--- config.mk ---
export PLATFORM = sky130hd
export DESIGN_NAME = line_raster_walker
export DESIGN_NICKNAME = d
export VERILOG_FILES = /design/src/hdl/lrw_pkg.sv /design/src/hdl/lrw_step.sv /design/src/hdl/line_raster_walker.sv
export VERILOG_INCLUDE_DIRS = /design/src /design/src/hdl
export SDC_FILE = /design/constraint.sdc
export NUM_CORES = 2
export LEC_CHECK = 0
export BUFFER_PORTS_ARGS = -buffer_cell sky130_fd_sc_hd__buf_2
export CAP_MARGIN = 40
export CORE_ASPECT_RATIO = 1.5
export CORE_MARGIN = 2
export CORE_UTILIZATION = 40
export CTS_BUF_LIST = sky130_fd_sc_hd__clkbuf_8
export DETAILED_ROUTE_END_ITERATION = 8
export GPL_TIMING_DRIVEN = 0
export RECOVER_POWER = 100
export SYNTH_ARGS = -nofsm -noshare
export SYNTH_HDL_FRONTEND = slang
export SYNTH_SLANG_ARGS = --single-unit
--- constraint.sdc ---
create_clock -name aclk -period 23.4 [get_ports aclk]
set_input_delay 4.68 -clock aclk [delete_from_list [all_inputs] [get_ports aclk]]
set_output_delay 4.68 -clock aclk [all_outputs]
set_load 0.02 [all_outputs]
--- src/hdl/line_raster_walker_assert.svh ---
// Assertion macros shared by the line raster walker RTL.
// Needs nothing else; each macro expands to one labeled concurrent assertion.
`ifndef LINE_RASTER_WALKER_ASSERT_SVH
`define LINE_RASTER_WALKER_ASSERT_SVH

// Consequent holds in the same cycle as the antecedent.
`define LRW_ASSERT_SAME(label, clk, rstn, ante, cons) \
    label: assert property (@(posedge clk) disable iff (!(rstn)) (ante) |-> (cons)) \
        else $error("line_raster_walker: assertion failed");

// Consequent holds in the cycle after the antecedent.
`define LRW_ASSERT_NEXT(label, clk, rstn, ante, cons) \
    label: assert property (@(posedge clk) disable iff (!(rstn)) (ante) |=> (cons)) \
        else $error("line_raster_walker: assertion failed");

`endif

--- src/hdl/lrw_pkg.sv ---
// Shared constants and types for the line raster walker.
// No dependencies; imported by lrw_step and line_raster_walker.
package lrw_pkg;

    localparam int ADDR_W  = 32;
    localparam int COLOR_W = 16;
    localparam int STRIDE_W = 16;

    localparam logic [ADDR_W-1:0]   FRAME_BASE_RESET = 32'h0600_0000;
    localparam logic [STRIDE_W-1:0] ROW_STRIDE_RESET = 16'd480;

    // Register index, taken from paddr[2]
    localparam logic REG_FRAME_BASE = 1'b0;
    localparam logic REG_ROW_STRIDE = 1'b1;

    localparam logic MODE_LOAD = 1'b0;
    localparam logic MODE_STEP = 1'b1;

    typedef struct packed {
        logic move_y;   // y moves before the plot
        logic done;     // walker has passed the end point
    } step_ctrl_t;

endpackage

--- src/hdl/lrw_step.sv ---
// One walker step: cross-product test, next walker position and plotted pixel.
// Combinational; depends on lrw_pkg for step_ctrl_t.
module lrw_step import lrw_pkg::*; #(
    parameter int COORD_BITS = 10
) (
    input  logic [COORD_BITS-1:0] anchor_x,
    input  logic [COORD_BITS-1:0] anchor_y,
    input  logic [COORD_BITS-1:0] target_x,
    input  logic [COORD_BITS-1:0] target_y,
    input  logic                  rising,
    input  logic [COORD_BITS:0]   walk_x,
    input  logic [COORD_BITS:0]   walk_y,
    output logic [COORD_BITS:0]   walk_x_next,
    output logic [COORD_BITS:0]   walk_y_next,
    output logic [COORD_BITS-1:0] pixel_x,
    output logic [COORD_BITS-1:0] pixel_y,
    output step_ctrl_t            ctrl
);

    // Factors span walk +-1 minus anchor, so two guard bits and a sign bit
    localparam int W = COORD_BITS + 3;

    logic signed [W-1:0]   dx;
    logic signed [W-1:0]   dy;
    logic signed [W-1:0]   x_off;
    logic signed [W-1:0]   y_probe;
    logic signed [W-1:0]   y_off;
    logic signed [2*W-1:0] lhs;
    logic signed [2*W-1:0] rhs;
    logic [COORD_BITS:0]   y_stepped;
    logic                  x_past;
    logic                  y_past;

    always_comb begin
        dx      = signed'(W'(target_x)) - signed'(W'(anchor_x));
        dy      = signed'(W'(target_y)) - signed'(W'(anchor_y));
        x_off   = signed'(W'(walk_x)) - signed'(W'(anchor_x));
        y_probe = rising ? signed'(W'(walk_y)) + W'(1) : signed'(W'(walk_y)) - W'(1);
        y_off   = y_probe - signed'(W'(anchor_y));
        lhs     = dx * y_off;
        rhs     = dy * x_off;

        ctrl.move_y = rising ? (lhs <= rhs) : (lhs > rhs);
        y_stepped   = rising ? walk_y + 1'b1 : walk_y - 1'b1;

        if (ctrl.move_y) begin
            walk_x_next = walk_x;
            walk_y_next = y_stepped;
            pixel_y     = y_stepped[COORD_BITS-1:0];
        end else begin
            walk_x_next = walk_x + 1'b1;
            walk_y_next = walk_y;
            pixel_y     = walk_y[COORD_BITS-1:0];
        end
        pixel_x = walk_x[COORD_BITS-1:0];

        x_past    = walk_x_next > {1'b0, target_x};
        y_past    = rising ? (walk_y_next > {1'b0, target_y})
                           : (walk_y_next < {1'b0, target_y});
        ctrl.done = x_past || y_past;
    end

endmodule

--- src/hdl/line_raster_walker.sv ---
// Line raster walker top level: APB registers, walker state and output pipeline.
// Depends on lrw_pkg, lrw_step and line_raster_walker_assert.svh.
//
// Usage: a transfer on the s_ channel with s_mode = load latches both endpoints and the
// color and starts a walk at the start point; it produces no result. Each transfer with
// s_mode = step while a line is active produces one pixel on the m_ channel (coordinates,
// color, frame-buffer address base + 2x + stride*y); the pixel with m_last set ends the
// line, and steps after it produce nothing until the next load.
// Path: a step's pixel is registered into the inner stage along with the walker update,
// then into the m_ port register after the address multiply-add, and transfers out once
// m_ready is high.
// Throughput: one item per cycle while m_ready stays high; the walker updates on each
// step's transfer, so steps go back to back.
// Stall: with m_ready low, one pixel waits on the m_ port and one more in the inner
// stage; after that s_ready drops until the output drains.
// Reset (aresetn low, synchronous): walker idle, output empty, frame_base = 0x06000000,
// row_stride = 480. Write registers over APB only while the walker has nothing in flight.
`include "line_raster_walker_assert.svh"

module line_raster_walker import lrw_pkg::*; #(
    parameter int COORD_BITS = 10
) (
    input  logic                  aclk,
    input  logic                  aresetn,
    // configuration
    input  logic                  psel,
    input  logic                  penable,
    input  logic                  pwrite,
    input  logic [2:0]            paddr,
    input  logic [31:0]           pwdata,
    output logic [31:0]           prdata,
    output logic                  pready,
    // input items
    input  logic                  s_valid,
    output logic                  s_ready,
    input  logic                  s_mode,
    input  logic [COORD_BITS-1:0] s_x_start,
    input  logic [COORD_BITS-1:0] s_y_start,
    input  logic [COORD_BITS-1:0] s_x_end,
    input  logic [COORD_BITS-1:0] s_y_end,
    input  logic [COLOR_W-1:0]    s_color,
    // pixels
    output logic                  m_valid,
    input  logic                  m_ready,
    output logic [COORD_BITS-1:0] m_pixel_x,
    output logic [COORD_BITS-1:0] m_pixel_y,
    output logic [COLOR_W-1:0]    m_pixel_color,
    output logic [ADDR_W-1:0]     m_pixel_address,
    output logic                  m_last
);

    logic [ADDR_W-1:0]     frame_base_reg;
    logic [STRIDE_W-1:0]   row_stride_reg;

    logic [COORD_BITS-1:0] anchor_x_reg;
    logic [COORD_BITS-1:0] anchor_y_reg;
    logic [COORD_BITS-1:0] target_x_reg;
    logic [COORD_BITS-1:0] target_y_reg;
    logic [COLOR_W-1:0]    line_color_reg;
    logic [COORD_BITS:0]   walk_x_reg;
    logic [COORD_BITS:0]   walk_y_reg;
    logic                  rising_reg;
    logic                  busy_reg;

    logic                  s1_valid_reg;
    logic [COORD_BITS-1:0] s1_x_reg;
    logic [COORD_BITS-1:0] s1_y_reg;
    logic [COLOR_W-1:0]    s1_color_reg;
    logic                  s1_last_reg;

    logic                  m_valid_reg;
    logic [COORD_BITS-1:0] m_x_reg;
    logic [COORD_BITS-1:0] m_y_reg;
    logic [COLOR_W-1:0]    m_color_reg;
    logic [ADDR_W-1:0]     m_address_reg;
    logic                  m_last_reg;

    logic [COORD_BITS:0]   walk_x_next;
    logic [COORD_BITS:0]   walk_y_next;
    logic [COORD_BITS-1:0] step_x;
    logic [COORD_BITS-1:0] step_y;
    step_ctrl_t            step_ctrl;

    logic                  cfg_write;
    logic                  in_xfer;
    logic                  s1_advance;
    logic                  m_load;
    logic                  plot;
    logic [ADDR_W-1:0]     address_next;

    // ---------------------------------------------------------------- config
    assign pready    = 1'b1;
    assign cfg_write = psel && penable && pwrite;
    assign prdata    = (paddr[2] == REG_ROW_STRIDE) ? 32'(row_stride_reg) : frame_base_reg;

    always_ff @(posedge aclk) begin
        if (!aresetn) begin
            frame_base_reg <= FRAME_BASE_RESET;
            row_stride_reg <= ROW_STRIDE_RESET;
        end else if (cfg_write) begin
            if (paddr[2] == REG_FRAME_BASE) begin
                frame_base_reg <= pwdata;
            end else begin
                row_stride_reg <= pwdata[STRIDE_W-1:0];
            end
        end
    end

    // ---------------------------------------------------------------- walker
    lrw_step #(
        .COORD_BITS (COORD_BITS)
    ) u_step (
        .anchor_x    (anchor_x_reg),
        .anchor_y    (anchor_y_reg),
        .target_x    (target_x_reg),
        .target_y    (target_y_reg),
        .rising      (rising_reg),
        .walk_x      (walk_x_reg),
        .walk_y      (walk_y_reg),
        .walk_x_next (walk_x_next),
        .walk_y_next (walk_y_next),
        .pixel_x     (step_x),
        .pixel_y     (step_y),
        .ctrl        (step_ctrl)
    );

    assign m_load     = !m_valid_reg || m_ready;
    assign s1_advance = !s1_valid_reg || m_load;
    assign s_ready    = s1_advance;
    assign in_xfer    = s_valid && s_ready;
    assign plot       = in_xfer && (s_mode == MODE_STEP) && busy_reg;

    always_ff @(posedge aclk) begin
        if (!aresetn) begin
            anchor_x_reg   <= '0;
            anchor_y_reg   <= '0;
            target_x_reg   <= '0;
            target_y_reg   <= '0;
            line_color_reg <= '0;
            walk_x_reg     <= '0;
            walk_y_reg     <= '0;
            rising_reg     <= 1'b1;
            busy_reg       <= 1'b0;
        end else if (in_xfer && (s_mode == MODE_LOAD)) begin
            anchor_x_reg   <= s_x_start;
            anchor_y_reg   <= s_y_start;
            target_x_reg   <= s_x_end;
            target_y_reg   <= s_y_end;
            line_color_reg <= s_color;
            walk_x_reg     <= {1'b0, s_x_start};
            walk_y_reg     <= {1'b0, s_y_start};
            rising_reg     <= !(s_y_start > s_y_end);
            busy_reg       <= 1'b1;
        end else if (plot) begin
            walk_x_reg <= walk_x_next;
            walk_y_reg <= walk_y_next;
            if (step_ctrl.done) begin
                busy_reg <= 1'b0;
            end
        end
    end

    // ---------------------------------------------------------------- pipeline
    always_ff @(posedge aclk) begin
        if (!aresetn) begin
            s1_valid_reg <= 1'b0;
        end else if (s1_advance) begin
            s1_valid_reg <= plot;
        end
    end

    always_ff @(posedge aclk) begin
        if (s1_advance && plot) begin
            s1_x_reg     <= step_x;
            s1_y_reg     <= step_y;
            s1_color_reg <= line_color_reg;
            s1_last_reg  <= step_ctrl.done;
        end
    end

    assign address_next = frame_base_reg
                        + ADDR_W'({s1_x_reg, 1'b0})
                        + ADDR_W'(row_stride_reg) * ADDR_W'(s1_y_reg);

    always_ff @(posedge aclk) begin
        if (!aresetn) begin
            m_valid_reg <= 1'b0;
        end else if (m_load) begin
            m_valid_reg <= s1_valid_reg;
        end
    end

    // hold the output payload while the receiver stalls
    always_ff @(posedge aclk) begin
        if (m_load && s1_valid_reg) begin
            m_x_reg       <= s1_x_reg;
            m_y_reg       <= s1_y_reg;
            m_color_reg   <= s1_color_reg;
            m_address_reg <= address_next;
            m_last_reg    <= s1_last_reg;
        end
    end

    assign m_valid         = m_valid_reg;
    assign m_pixel_x       = m_x_reg;
    assign m_pixel_y       = m_y_reg;
    assign m_pixel_color   = m_color_reg;
    assign m_pixel_address = m_address_reg;
    assign m_last          = m_last_reg;

    // ---------------------------------------------------------------- checks
    `LRW_ASSERT_NEXT(a_load_starts_walk, aclk, aresetn, in_xfer && (s_mode == MODE_LOAD), busy_reg)
    `LRW_ASSERT_NEXT(a_idle_step_drops, aclk, aresetn, in_xfer && !busy_reg, !s1_valid_reg)
    `LRW_ASSERT_NEXT(a_done_ends_walk, aclk, aresetn,
        plot && step_ctrl.done && !(s_mode == MODE_LOAD), !busy_reg)
    `LRW_ASSERT_SAME(a_full_blocks_input, aclk, aresetn,
        s1_valid_reg && m_valid_reg && !m_ready, !s_ready)

endmodule

==> flow_summary.toml <==
[die]
die_y_um = 334.2
die-area_um2 = 74900
num_rows = 121
die_w_um = 224.1
start_util_pct = 40.26
coreArea_um2 = 72220
io_pins = 203

[sta]
slew_headroom_pct = -9.517
fmax_mhz = 68.17
fin_worst_skew_ns = 0.03101
tightest_slew_ns = 1.643
finalHoldViolations = 0
drv_slew = 60
final-setup-viol-count = 0
finalSetupTns_ns = 0
period_needed_ns = 14.67
rsz0062_at_grt = "false"
period_share_pct = 62.69

[critical_path]
timing.critical_path.mode_cell = "fa_1"
cpMaxStageDelayCell = "nor4_1"
crit_family = "compound AO/OA/AOI/OAI gates"
reg2reg_depth = 49
r2r_end = "s1_last_reg"
reg2reg_from = "rising_reg"
path_depth = 49
start_kind = "flop"
required_ns = 23.66
critPathArrivalTime_ns = 14.93
reg2reg_slack_ns = 8.73
crit_type = "flop to flop"
max_stage_delay_ns = 0.75
path_buf_inv = 7
crit_path_max_fanout = 10
cp-end-kind = "flop"

[route]
avgRoutedWirePerCell_um = 19.41
first_pass_iters = 5
num_vias = 22450
final_antenna_net_count = 0
via_per_inst = 5.078
drtIter0Drc = 1005
drc = 0
finalWirelength_um = 85820

[hold_path]
hold_depth = 0
min_from = "s1_color_reg[15]"
hold_class = "flop to flop"
holdPathEnd = "m_pixel_color[15]"

[grt]
gr-total-overflow = 0
antenna_found_initial = 6
grt_usage_pct = 23.52
grt_pass1_vias = 23750
grt_pass1_wl_um = 134300
grt_max_degree = 31

[yosys]
yosysSeqAreaShare_pct = 19.90
synth.most_common_cell = "inv_1"
ys_async_sr_fraction_pct = 0
muxShareOfSynthArea_pct = 1.175
synth-simple-area-share_pct = 15.72
synth-edff-count = 106
yosysTopAreaCell = "fa_1"
ys_types = 90
netlist_instances = 3215
synth_fp_nets = 4000
synth_flop_cell = "dfxtp_1"
ys_top_cells_by_area = "fa_1, ha_1, edfxtp_1"
syn-cell-area_um2 = 29070
synth_top_area_share_pct = 27.82
synth_top_family_by_area = "adder cells"
synthAdderAreaFrac_pct = 39.99
synth_compound_area_share_pct = 9.722
syn_area_per_cell_um2 = 9.042
synth_commonest_cells = "inv_1, nand2_1, fa_1, ha_1, nor2_1"
ys_seq_elements = 236
synth-xor-area-share_pct = 4.846
yosys_warnings = 0

[cells_and_area]
drive_above_1_share_pct = 6.127
syn_to_final_growth_pct = 9.821
final_nets = 4248

[placement]
port_buffers = 198
place_hpwl_um = 73980
place_congestion = 0.9244

[clock_tree]
cts.clk_slew.worst_paths_ns = 0.08
cts-buffers-inserted = 38
cts_tree = "built"
h-tree-depth = 2
cts_hold_buf = 0
cts_setup_buffers = 0
cts_resized = 0
clock-sinks = 236
cts_buffer_depth = 3
cts-root-buf = "clkbuf_8"
worstSkewPairLatency_ns = 0.59

[run_status]
violations = "max-capacitance violations, max-slew violations"
status = "complete, but fails checks"

[run]
drv_cap = 2
## per-stage QoR
| step | setup WS (ns) | utilization (%) | cells | cell area [um^2] | hold WS [ns] |
|---|---|---|---|---|---|
| final | 8.731 | 44.21 | 4421 | 31930 | 0.4247 |
| after global routing | 7.803 | 44.21 | 4420 | 31920 | 0.4235 |
| after CTS | 9.935 | 44.58 | 4415 | 32190 | 0.4169 |
| after detailed placement | 9.981 | 43.44 | 4345 | 31370 | 0.4056 |
| after global placement | 9.990 | 43.23 | 4335 | 31220 | 0.4014 |
| after floorplan | 12.23 | - | 3215 | 29070 | 0.4003 |
## final cells by class
| cell class | instances | area (um^2) |
|---|---|---|
| inverter | 545 | 2046 |
| fill | 7281 | 40290 |
| clock buffer | 39 | 536.8 |
| sequential | 236 | 5786 |
| multi-input combinational | 2319 | 20730 |
| buffer | 115 | 439.2 |
| clock inverter | 31 | 281.5 |
| antenna | 6 | 15.01 |
| timing repair buffer | 208 | 935.9 |
| tap | 922 | 1154 |
## placed cells by master, fill, tap and decap left out, types with 7 or more instances in the layout
| master | netlist | final |
|---|---|---|
| o211ai_1 | 10 | 10 |
| nor4_1 | 6 | 7 |
| edfxtp_1 | 106 | 106 |
| or2_2 | 14 | 14 |
| dfxtp_1 | 130 | 130 |
| a31oi_1 | 11 | 11 |
| nand2b_1 | 25 | 25 |
| o21ai_1 | 10 | 8 |
| o21a_1 | 20 | 20 |
| nor3_1 | 26 | 26 |
| buf_2 | 3 | 105 |
| or3_1 | 7 | 7 |
| and3_1 | 25 | 25 |
| ha_1 | 282 | 282 |
| nor2_1 | 201 | 201 |
| a211oi_1 | 7 | 7 |
| xnor2_1 | 116 | 116 |
| nand4_1 | 21 | 21 |
| mux2_2 | 19 | 11 |
| nand3_1 | 44 | 44 |
| mux2_1 | 6 | 14 |
| a21oi_1 | 194 | 194 |
| o21ai_0 | 70 | 72 |
| clkbuf_1 | 105 | 213 |
| fa_1 | 404 | 404 |
| inv_1 | 545 | 556 |
| a21o_1 | 33 | 33 |
| nand2_1 | 458 | 458 |
| o21bai_1 | 18 | 18 |
| and2_1 | 93 | 90 |
| xor2_1 | 43 | 43 |
| clkbuf_8 | 0 | 39 |
| nor2b_1 | 47 | 47 |
## logic make-up (layout without fill, tap and decap cells)
| logic type | after synthesis | in the layout |
|---|---|---|
| mux | 31 | 31 |
| other cells | 1 | 7 |
| simple gates | 992 | 992 |
| xor+xnor | 160 | 160 |
| fa+ha+maj | 687 | 687 |
| flops | 236 | 236 |
| compound gates | 448 | 448 |
| buf+inv | 660 | 938 |
## per-layer routing
metal  GRT usage [%]  routed length [um]  vias to the layer above
li1                -                   -                    10750
met1           25.28               31420                    10960
met2           45.06               45980                      538
met3           1.942                2859                      208
met4           12.77                5565                        0
met5               0                   0                        -
## worst max path at each step
stage	end	from
floorplan	s1_last_reg	rising_reg
global placement	s1_last_reg	rising_reg
detailed placement	s1_last_reg	rising_reg
CTS	s1_last_reg	rising_reg
global route	busy_reg	rising_reg
finish	s1_last_reg	rising_reg
Power is left out: the tool's default activity adds up to more than one toggle a clock period on the data nets, which glitch-free logic cannot reach.
